[src/hw/rtl/lmx_pkg.sv]
// Shared constants, event codes and control structs for the mutual exclusion node.
// Used by lmx_ctrl, lmx_dp and the lamport_mutex_node top level; depends on nothing.
`default_nettype none

package lmx_pkg;

  localparam int MAX_NODES = 16;
  localparam int NODE_W    = 4;
  localparam int STAMP_W   = 15;
  localparam int COUNT_W   = 5;
  localparam int CFG_W     = 4;

  localparam logic [STAMP_W-1:0] NO_REQUEST = {STAMP_W{1'b1}};
  localparam logic [COUNT_W-1:0] DONE_LIMIT = COUNT_W'(MAX_NODES);

  // Event codes carried on the mode field.
  localparam logic [2:0] MODE_OWN_REQ      = 3'd0;
  localparam logic [2:0] MODE_PEER_REQ     = 3'd1;
  localparam logic [2:0] MODE_PEER_REPLY   = 3'd2;
  localparam logic [2:0] MODE_PEER_RELEASE = 3'd3;
  localparam logic [2:0] MODE_PEER_DONE    = 3'd4;

  // Configuration register indexes.
  localparam logic REG_SELF_ID   = 1'b0;
  localparam logic REG_NUM_NODES = 1'b1;

  typedef struct packed {
    logic capture;
    logic apply;
    logic load_own;
    logic scan;
    logic finish;
  } lmx_cmd_t;

  typedef struct packed {
    logic try_scan;
    logic scan_done;
  } lmx_sts_t;

endpackage

`default_nettype wire

[src/hw/rtl/lamport_mutex_node.sv]
// Top level of one node of the Lamport distributed mutual exclusion scheme.
// Instantiates lmx_ctrl and lmx_dp; types and constants come from lmx_pkg.
//
//   Channel  Dir  Handshake             Payload
//   ev       in   ev_valid / ev_stall   mode, sender, stamp
//   res      out  res_valid / res_stall send_reply, reply_dest, grant, finished_count
//   cfg      in   cfg_we                cfg_index, cfg_data (self_id, num_nodes)
//
// An event that skips the grant test goes from capture through the update step to
// the finish step, which loads the result register; one that tests also loads its own
// stamp and scans participants 1 to num_nodes (capped at 15), one stamp pair a cycle.
// Synchronous reset brings all stamps, the done count and the config to their start values.
// A new event beat is taken while a finished result still waits in the output
// register; a stalled result only holds the block before it loads the next result.
`default_nettype none

module lamport_mutex_node
  import lmx_pkg::*;
(
  input  wire logic               clk,
  input  wire logic               rst,
  // Configuration writes.
  input  wire logic               cfg_we,
  input  wire logic               cfg_index,
  input  wire logic [CFG_W-1:0]   cfg_data,
  // Event channel.
  input  wire logic               ev_valid,
  output logic                    ev_stall,
  input  wire logic [2:0]         mode,
  input  wire logic [NODE_W-1:0]  sender,
  input  wire logic [STAMP_W-1:0] stamp,
  // Result channel.
  output logic                    res_valid,
  input  wire logic               res_stall,
  output logic                    send_reply,
  output logic [NODE_W-1:0]       reply_dest,
  output logic                    grant,
  output logic [COUNT_W-1:0]      finished_count
);

  // The controller only steps through capture, update, own-stamp load, scan and finish; all
  // stored stamps and decisions live in the datapath.
  lmx_cmd_t cmd;
  lmx_sts_t sts;

  lmx_ctrl u_ctrl (
    .clk       (clk),
    .rst       (rst),
    .ev_valid  (ev_valid),
    .ev_stall  (ev_stall),
    .res_valid (res_valid),
    .res_stall (res_stall),
    .sts       (sts),
    .cmd       (cmd)
  );

  // The datapath updates the sender's entries, then, while this node waits,
  // reads its own stamp and walks the participants to find the smallest
  // request and any peer heard no later than the own stamp.
  lmx_dp u_dp (
    .clk            (clk),
    .rst            (rst),
    .cfg_we         (cfg_we),
    .cfg_index      (cfg_index),
    .cfg_data       (cfg_data),
    .mode           (mode),
    .sender         (sender),
    .stamp          (stamp),
    .cmd            (cmd),
    .sts            (sts),
    .send_reply     (send_reply),
    .reply_dest     (reply_dest),
    .grant          (grant),
    .finished_count (finished_count)
  );

endmodule

`default_nettype wire

[src/hw/rtl/lmx_ctrl.sv]
// Sequencing state machine for the mutual exclusion node.
// Depends on lmx_pkg for the command and status structs.
`default_nettype none

module lmx_ctrl
  import lmx_pkg::*;
(
  input  wire logic     clk,
  input  wire logic     rst,
  input  wire logic     ev_valid,
  output logic          ev_stall,
  output logic          res_valid,
  input  wire logic     res_stall,
  input  wire lmx_sts_t sts,
  output lmx_cmd_t      cmd
);

  typedef enum logic [2:0] {
    S_IDLE,
    S_APPLY,
    S_OWN,
    S_SCAN,
    S_FINISH
  } state_t;

  state_t state;
  logic   slot_free;

  assign slot_free = !res_valid || !res_stall;
  assign ev_stall  = (state != S_IDLE);

  always_comb begin
    cmd = '0;
    case (state)
      S_IDLE:   cmd.capture  = ev_valid;
      S_APPLY:  cmd.apply    = 1'b1;
      S_OWN:    cmd.load_own = 1'b1;
      S_SCAN:   cmd.scan     = 1'b1;
      S_FINISH: cmd.finish   = slot_free;
      default:  cmd = '0;
    endcase
  end

  always_ff @(posedge clk) begin
    if (rst) begin
      state     <= S_IDLE;
      res_valid <= 1'b0;
    end else begin
      if ((state == S_FINISH) && slot_free) begin
        res_valid <= 1'b1;
      end else if (res_valid && !res_stall) begin
        res_valid <= 1'b0;
      end
      case (state)
        S_IDLE: begin
          if (ev_valid) begin
            state <= S_APPLY;
          end
        end
        S_APPLY: begin
          state <= sts.try_scan ? S_OWN : S_FINISH;
        end
        S_OWN: begin
          state <= S_SCAN;
        end
        S_SCAN: begin
          if (sts.scan_done) begin
            state <= S_FINISH;
          end
        end
        S_FINISH: begin
          if (slot_free) begin
            state <= S_IDLE;
          end
        end
        default: begin
          state <= S_IDLE;
        end
      endcase
    end
  end

`ifndef ASSERT_OFF
  // An accepted beat always moves straight on to the state update.
  a_accept_to_apply: assert property (@(posedge clk) disable iff (rst)
    (ev_valid && !ev_stall) |=> (state == S_APPLY))
    else $error("accepted event did not enter the update step");
`endif

endmodule

`default_nettype wire

[src/hw/rtl/lmx_dp.sv]
// Datapath of the mutual exclusion node: configuration, queue and heard stamps,
// the one-entry-per-cycle grant scan and the result register. Depends on lmx_pkg.
`default_nettype none

module lmx_dp
  import lmx_pkg::*;
(
  input  wire logic               clk,
  input  wire logic               rst,
  input  wire logic               cfg_we,
  input  wire logic               cfg_index,
  input  wire logic [CFG_W-1:0]   cfg_data,
  input  wire logic [2:0]         mode,
  input  wire logic [NODE_W-1:0]  sender,
  input  wire logic [STAMP_W-1:0] stamp,
  input  wire lmx_cmd_t           cmd,
  output lmx_sts_t                sts,
  output logic                    send_reply,
  output logic [NODE_W-1:0]       reply_dest,
  output logic                    grant,
  output logic [COUNT_W-1:0]      finished_count
);

  logic [NODE_W-1:0]  self_id;
  logic [NODE_W-1:0]  num_nodes;
  logic [STAMP_W-1:0] req_stamps [MAX_NODES];
  logic [STAMP_W-1:0] heard_stamps [MAX_NODES];
  logic [COUNT_W-1:0] finished;
  logic               waiting;

  logic [2:0]         ev_mode;
  logic [NODE_W-1:0]  ev_sender;
  logic [STAMP_W-1:0] ev_stamp;

  logic [STAMP_W-1:0] own;
  logic [STAMP_W:0]   best;
  logic [NODE_W-1:0]  winner;
  logic [NODE_W-1:0]  idx;
  logic               fail;
  logic               scanned;

  logic [NODE_W-1:0]  lim;
  logic               self_ok;
  logic               evt_ok;
  logic [NODE_W-1:0]  rd_idx;
  logic [STAMP_W-1:0] rd_req;
  logic [STAMP_W-1:0] rd_heard;
  logic               grant_d;

  // The scan never reaches past the last stored entry.
  assign lim = ({1'b0, num_nodes} > 5'(MAX_NODES - 1)) ? NODE_W'(MAX_NODES - 1) : num_nodes;
  assign self_ok = (self_id != '0) && (self_id <= lim);
  assign evt_ok  = (ev_mode >= MODE_PEER_REQ) && (ev_mode <= MODE_PEER_DONE) &&
                   (ev_sender != '0) && (ev_sender <= num_nodes) &&
                   (ev_sender != self_id) && ({1'b0, ev_sender} < 5'(MAX_NODES));

  assign rd_idx   = cmd.load_own ? self_id : idx;
  assign rd_req   = req_stamps[rd_idx];
  assign rd_heard = heard_stamps[rd_idx];

  assign sts.try_scan  = evt_ok && waiting && self_ok;
  assign sts.scan_done = (idx == lim);

  assign grant_d = scanned && !fail && (winner == self_id);

  always_ff @(posedge clk) begin
    if (rst) begin
      self_id   <= NODE_W'(1);
      num_nodes <= NODE_W'(1);
      for (int i = 0; i < MAX_NODES; i++) begin
        req_stamps[i]   <= NO_REQUEST;
        heard_stamps[i] <= '0;
      end
      finished <= COUNT_W'(1);
      waiting  <= 1'b0;
      scanned  <= 1'b0;
    end else begin
      if (cfg_we) begin
        case (cfg_index)
          REG_SELF_ID:   self_id   <= cfg_data;
          REG_NUM_NODES: num_nodes <= cfg_data;
          default:       self_id   <= self_id;
        endcase
      end

      if (cmd.capture) begin
        ev_mode   <= mode;
        ev_sender <= sender;
        ev_stamp  <= stamp;
        scanned   <= 1'b0;
      end

      if (cmd.apply) begin
        if (ev_mode == MODE_OWN_REQ) begin
          req_stamps[self_id] <= ev_stamp;
          waiting             <= 1'b1;
        end else if (evt_ok) begin
          heard_stamps[ev_sender] <= ev_stamp;
          case (ev_mode)
            MODE_PEER_REQ:     req_stamps[ev_sender] <= ev_stamp;
            MODE_PEER_RELEASE: req_stamps[ev_sender] <= NO_REQUEST;
            MODE_PEER_DONE: begin
              if (finished < DONE_LIMIT) begin
                finished <= finished + COUNT_W'(1);
              end
            end
            default: finished <= finished;
          endcase
        end
      end

      if (cmd.load_own) begin
        own     <= rd_req;
        best    <= {1'b1, {STAMP_W{1'b0}}};
        winner  <= '0;
        fail    <= 1'b0;
        idx     <= NODE_W'(1);
        scanned <= 1'b1;
      end

      if (cmd.scan) begin
        // A peer heard at or before the own stamp blocks entry.
        if ((idx != self_id) && (rd_heard != '0) && (rd_heard <= own)) begin
          fail <= 1'b1;
        end
        // Strict compare keeps the lowest index on a tie.
        if ({1'b0, rd_req} < best) begin
          best   <= {1'b0, rd_req};
          winner <= idx;
        end
        idx <= idx + NODE_W'(1);
      end

      if (cmd.finish) begin
        send_reply     <= evt_ok && (ev_mode == MODE_PEER_REQ);
        reply_dest     <= (evt_ok && (ev_mode == MODE_PEER_REQ)) ? ev_sender : '0;
        grant          <= grant_d;
        finished_count <= finished;
        if (grant_d) begin
          waiting <= 1'b0;
        end
      end
    end
  end

`ifndef ASSERT_OFF
  a_scan_in_range: assert property (@(posedge clk) disable iff (rst)
    cmd.scan |-> (idx != '0) && (idx <= lim))
    else $error("scan index left the participant range");

  a_grant_needs_wait: assert property (@(posedge clk) disable iff (rst)
    (cmd.finish && grant_d) |-> (evt_ok && waiting && self_ok))
    else $error("grant issued without a pending own request");

  a_finished_range: assert property (@(posedge clk) disable iff (rst)
    (finished != '0) && (finished <= DONE_LIMIT))
    else $error("finished node count out of range");
`endif

endmodule

`default_nettype wire

[config.mk]
export PLATFORM = sky130hd
export DESIGN_NAME = lamport_mutex_node
export DESIGN_NICKNAME = d
export VERILOG_FILES = /design/src/hw/rtl/lmx_pkg.sv /design/src/hw/rtl/lamport_mutex_node.sv /design/src/hw/rtl/lmx_ctrl.sv /design/src/hw/rtl/lmx_dp.sv
export SDC_FILE = /design/constraint.sdc
export NUM_CORES = 1
export LEC_CHECK = 0
export BUFFER_PORTS_ARGS = -buffer_cell sky130_fd_sc_hd__buf_2
export CAP_MARGIN = 40
export CORE_ASPECT_RATIO = 0.8
export CORE_MARGIN = 2
export CORE_UTILIZATION = 45
export CTS_BUF_LIST = sky130_fd_sc_hd__clkbuf_16
export DETAILED_ROUTE_END_ITERATION = 8
export HOLD_SLACK_MARGIN = 0.06
export SLEW_MARGIN = 10
export SYNTH_ARGS = -nofsm -noshare
export SYNTH_HDL_FRONTEND = slang
export SYNTH_SLANG_ARGS = --single-unit
[constraint.sdc]
create_clock -name clk -period 7.6 [get_ports clk]
set_clock_uncertainty 0.1 [all_clocks]
set_input_delay 0.76 -clock clk [delete_from_list [all_inputs] [get_ports clk]]
set_output_delay 0.76 -clock clk [all_outputs]
set_load 0.05 [all_outputs]
==> metrics.txt <==
# TYPE chip_impl_metric gauge
chip_impl_metric{name="cts_made_buffers",unit=""} 57
chip_impl_metric{name="routability_congestion_estimate_from_global_placement",unit=""} 0.920
chip_impl_metric{name="deepest_level_of_the_cts_h_tree",unit=""} 2
chip_impl_info{name="rsz0062_at_grt",value="false"} 1
chip_impl_metric{name="syn_inst",unit=""} 2361
chip_impl_metric{name="final.min_clock_period",unit="ns"} 6.04
chip_impl_metric{name="hpwl",unit="um"} 52300
chip_impl_metric{name="holdBufCountCts",unit=""} 0
chip_impl_metric{name="cts-root-to-sink-buffers",unit=""} 3
chip_impl_metric{name="die_w",unit="um"} 275
chip_impl_metric{name="cts.repair_timing.setup_buffer_count",unit=""} 0
chip_impl_info{name="primary_flip_flop_cell_chosen_by_synthesis_mapping",value="edfxtp_1"} 1
chip_impl_info{name="layout_common_cells",value="639 x nand2_1, 553 x edfxtp_1, 229 x and2_1"} 1
chip_impl_info{name="startpoint_class_of_the_critical_path",value="flop"} 1
chip_impl_metric{name="wl_per_cell",unit="um"} 24.0
chip_impl_metric{name="post_cts_resized",unit=""} 0
chip_impl_metric{name="clk_pin_slew",unit="ns"} 0.06
chip_impl_info{name="most_common_library_cell_in_the_layout_ignoring_fill_and_taps",value="nand2_1"} 1
chip_impl_metric{name="die_y_extent",unit="um"} 221
chip_impl_metric{name="drt_drc",unit=""} 0
chip_impl_metric{name="insertedDiodeCount",unit=""} 0
chip_impl_metric{name="synth-edff-count",unit=""} 553
chip_impl_metric{name="final_min_period_over_clock_period",unit="%"} 79.5
chip_impl_metric{name="post_synth_num_cell_types",unit=""} 65
chip_impl_metric{name="via_per_inst",unit=""} 5.71
chip_impl_metric{name="holdWs",unit="ns"} 0.201
chip_impl_metric{name="ir_drop",unit="mV"} 0.164
chip_impl_metric{name="final-hold-violation-count",unit=""} 0
chip_impl_metric{name="finish_stage_setup_viols",unit=""} 0
chip_impl_metric{name="regArea",unit="um2"} 17000
chip_impl_metric{name="via_count_of_the_first_global_routing_pass",unit=""} 17800
chip_impl_info{name="worst_hold_path_type",value="input pin to flop"} 1
chip_impl_metric{name="grt_first_pass_wirelength",unit="um"} 116000
chip_impl_metric{name="io_buffer_count",unit=""} 44
chip_impl_metric{name="pin_count",unit=""} 45
chip_impl_info{name="synth_top_cell_by_area",value="edfxtp_1"} 1
chip_impl_metric{name="floorplan.initialDensity",unit="%"} 45.5
chip_impl_metric{name="maxSlewViolCount",unit=""} 0
chip_impl_metric{name="synth-seq-cells",unit=""} 572
chip_impl_metric{name="clock.fmax",unit="MHz"} 166
chip_impl_metric{name="fin_nets",unit=""} 2495
chip_impl_metric{name="sum_neg_setup_slack",unit="ns"} 0
chip_impl_metric{name="detail-route-antenna-nets",unit=""} 0
chip_impl_info{name="run_status",value="finished, final reports clean"} 1
chip_impl_metric{name="mappedNetlistArea",unit="um2"} 26500
chip_impl_metric{name="finalWirelength",unit="um"} 77900
chip_impl_metric{name="initial_antenna_violation_count",unit=""} 5
chip_impl_metric{name="drt_iter0_markers",unit=""} 2018
chip_impl_metric{name="multi_input_comb_area",unit="um2"} 8790
chip_impl_metric{name="leakage",unit="nW"} 10.8
chip_impl_metric{name="routed-via-count",unit=""} 18500
chip_impl_metric{name="clock_latency",unit="ns"} 0.64
chip_impl_metric{name="core_area",unit="um2"} 58200
chip_impl_metric{name="drive_gt1_share",unit="%"} 10.9
chip_impl_metric{name="fillers",unit=""} 5111
chip_impl_metric{name="drt-pass1-iter-count",unit=""} 5
chip_impl_metric{name="std_cell_rows",unit=""} 79
chip_impl_metric{name="cp_max_fo",unit=""} 44
chip_impl_metric{name="die_area",unit="um2"} 60800
chip_impl_info{name="clock_tree_from_tritoncts",value="done"} 1
chip_impl_metric{name="globalRouteTotalUtil",unit="%"} 25.6
chip_impl_metric{name="yosys.area.top_type_share",unit="%"} 62.7
chip_impl_metric{name="worst_slew_pin_slew",unit="ns"} 0.907
chip_impl_metric{name="max_slew_margin",unit="%"} 38.3
chip_impl_metric{name="max-cap-violations",unit=""} 0
chip_impl_metric{name="globalRouteOverflowTotal",unit=""} 0
chip_impl_metric{name="grt_max_degree",unit=""} 100
chip_impl_metric{name="required_time_reported_for_the_critical_path_endpoint",unit="ns"} 7.98
chip_impl_metric{name="synth_area_per_cell",unit="um2"} 11.2
chip_impl_metric{name="powerDensity",unit="nW/um2"} 216
chip_impl_info{name="path_class",value="flop to flop"} 1
chip_impl_metric{name="timing.critical_path.arrival",unit="ns"} 6.41
chip_impl_info{name="cp-end-kind",value="flop"} 1
chip_impl_metric{name="synth-warning-count",unit=""} 0
chip_impl_info{name="synth.area.top_cells",value="edfxtp_1 63%, nand2_1 9.1%, and2_1 5.4%, nand3_1 3.5%, mux2i_1 2.6%"} 1
chip_impl_metric{name="clock_sink_count",unit=""} 572
chip_impl_metric{name="synth-seq-area-share",unit="%"} 64.1
chip_impl_metric{name="area_growth",unit="%"} 12.7
chip_impl_info{name="clock_tree.root_cell",value="clkbuf_16"} 1
chip_impl_metric{name="synthArstFlopShare",unit="%"} 0
## worst paths after layout
check	end	from	cells past startpoint	slack, ns
min reg2reg	u_dp.finished_count[1]	u_dp.finished[1]	0	0.40
max	u_dp.best[1]	u_ctrl.state[0]	16	1.56
min	u_dp.ev_stamp[13]	stamp[13]	1	0.20
max reg2reg	u_dp.best[1]	u_ctrl.state[0]	16	1.56
## power by group
part	switching, mW	internal (mW)	total, mW
Clock	1.22	1.43	2.65
Sequential	0.0410	3.51	3.55
Combinational	0.184	0.0739	0.258
Total	1.44	5.01	6.46
## through the flow
stage               area, um2  total power, mW  util [%]  std cells  setup slack [ns]
finish                  29800             6.46      51.3       3241              1.56
global route            29800             6.63      51.3       3241              1.23
CTS                     29800             6.48      51.2       3240              1.63
detailed placement      28100             3.87      48.3       3133              1.67
global placement        27600             3.86      47.5       3087              1.82
floorplan               26500             3.74         -       2375              2.31
## logic make-up (layout without fill, tap and decap cells)
family / count (synthesis) / count (layout) / share of synthesized area (%)
adders and majority gates: 39 / 39 / 1.84
and+or+nand+nor: 1234 / 1234 / 21.5
muxes: 80 / 80 / 3.14
xor gates and xnor gates: 22 / 22 / 0.727
buffers and inverters: 208 / 305 / 3.23
other: 1 / 15 / 0.0142
AOI/OAI and AO/OA: 205 / 205 / 5.40
DFF: 572 / 572 / 64.1
## per-layer routing
layer / share of wire (%) / GRT usage, % / vias up
met3: 11 / 8.50 / 132
met4: 2.6 / 7.38 / 4
met1: 44 / 38.0 / 9143
met5: 0.037 / 0 / -
met2: 42 / 35.8 / 810
li1: - / - / 8425
## cell type report
type | instances | share of cell area [%]
well taps | 769 | 3.22
flip-flops and latches | 572 | 56.9
clock buffers | 57 | 4.78
repair buffers | 158 | 4.18
clock inverters | 50 | 0.964
multi-input cells | 1595 | 29.4
inverters | 40 | 0.503
## synthesized netlist by cell type, drive strengths merged, types with 4 or more instances
cell type / number
a21o: 6
a21oi: 36
a22o: 19
a22oi: 4
a311oi: 30
a31oi: 22
a32oi: 8
and2: 229
and3: 24
buf: 36
clkbuf: 132
dfxtp: 19
edfxtp: 553
ha: 39
inv: 40
mux2: 7
mux2i: 73
nand2: 639
nand2b: 6
nand3: 189
nand4: 9
nor2: 90
nor2b: 6
nor3: 13
nor4: 6
o21a: 4
o21ai: 40
o221ai: 7
o22ai: 13
or3: 6
xnor2: 6
xor2: 16
## critical path: stages, from the launching register on
cell	delay, ns
dfxtp_1	0.52
or3b_1	0.76
mux2i_4	0.89
buf_12	0.32
nand2_1	0.08
nand3_1	0.10
nand3_1	0.26
a31oi_1	0.69
ha_1	0.26
a21o_1	0.11
a21oi_1	0.06
o221ai_1	0.39
inv_1	0.11
nand2_1	0.12
o41ai_4	0.09
nor2_2	0.70
a22o_1	0.26
## sequential cells by signal, summed over array words and instances, names as in the netlist, 3 cells and up
name	count
u_dp.winner	4
u_dp.ev_sender	4
u_dp.reply_dest	4
u_ctrl.state	3
u_dp.own	15
u_dp.self_id	4
u_dp.finished_count	5
u_dp.req_stamps	240
u_dp.best	16
u_dp.finished	5
u_dp.lim	4
u_dp.idx	4
u_dp.heard_stamps	240
u_dp.ev_mode	3
u_dp.ev_stamp	15
No activity file was read; power rests on OpenSTA's default activity.
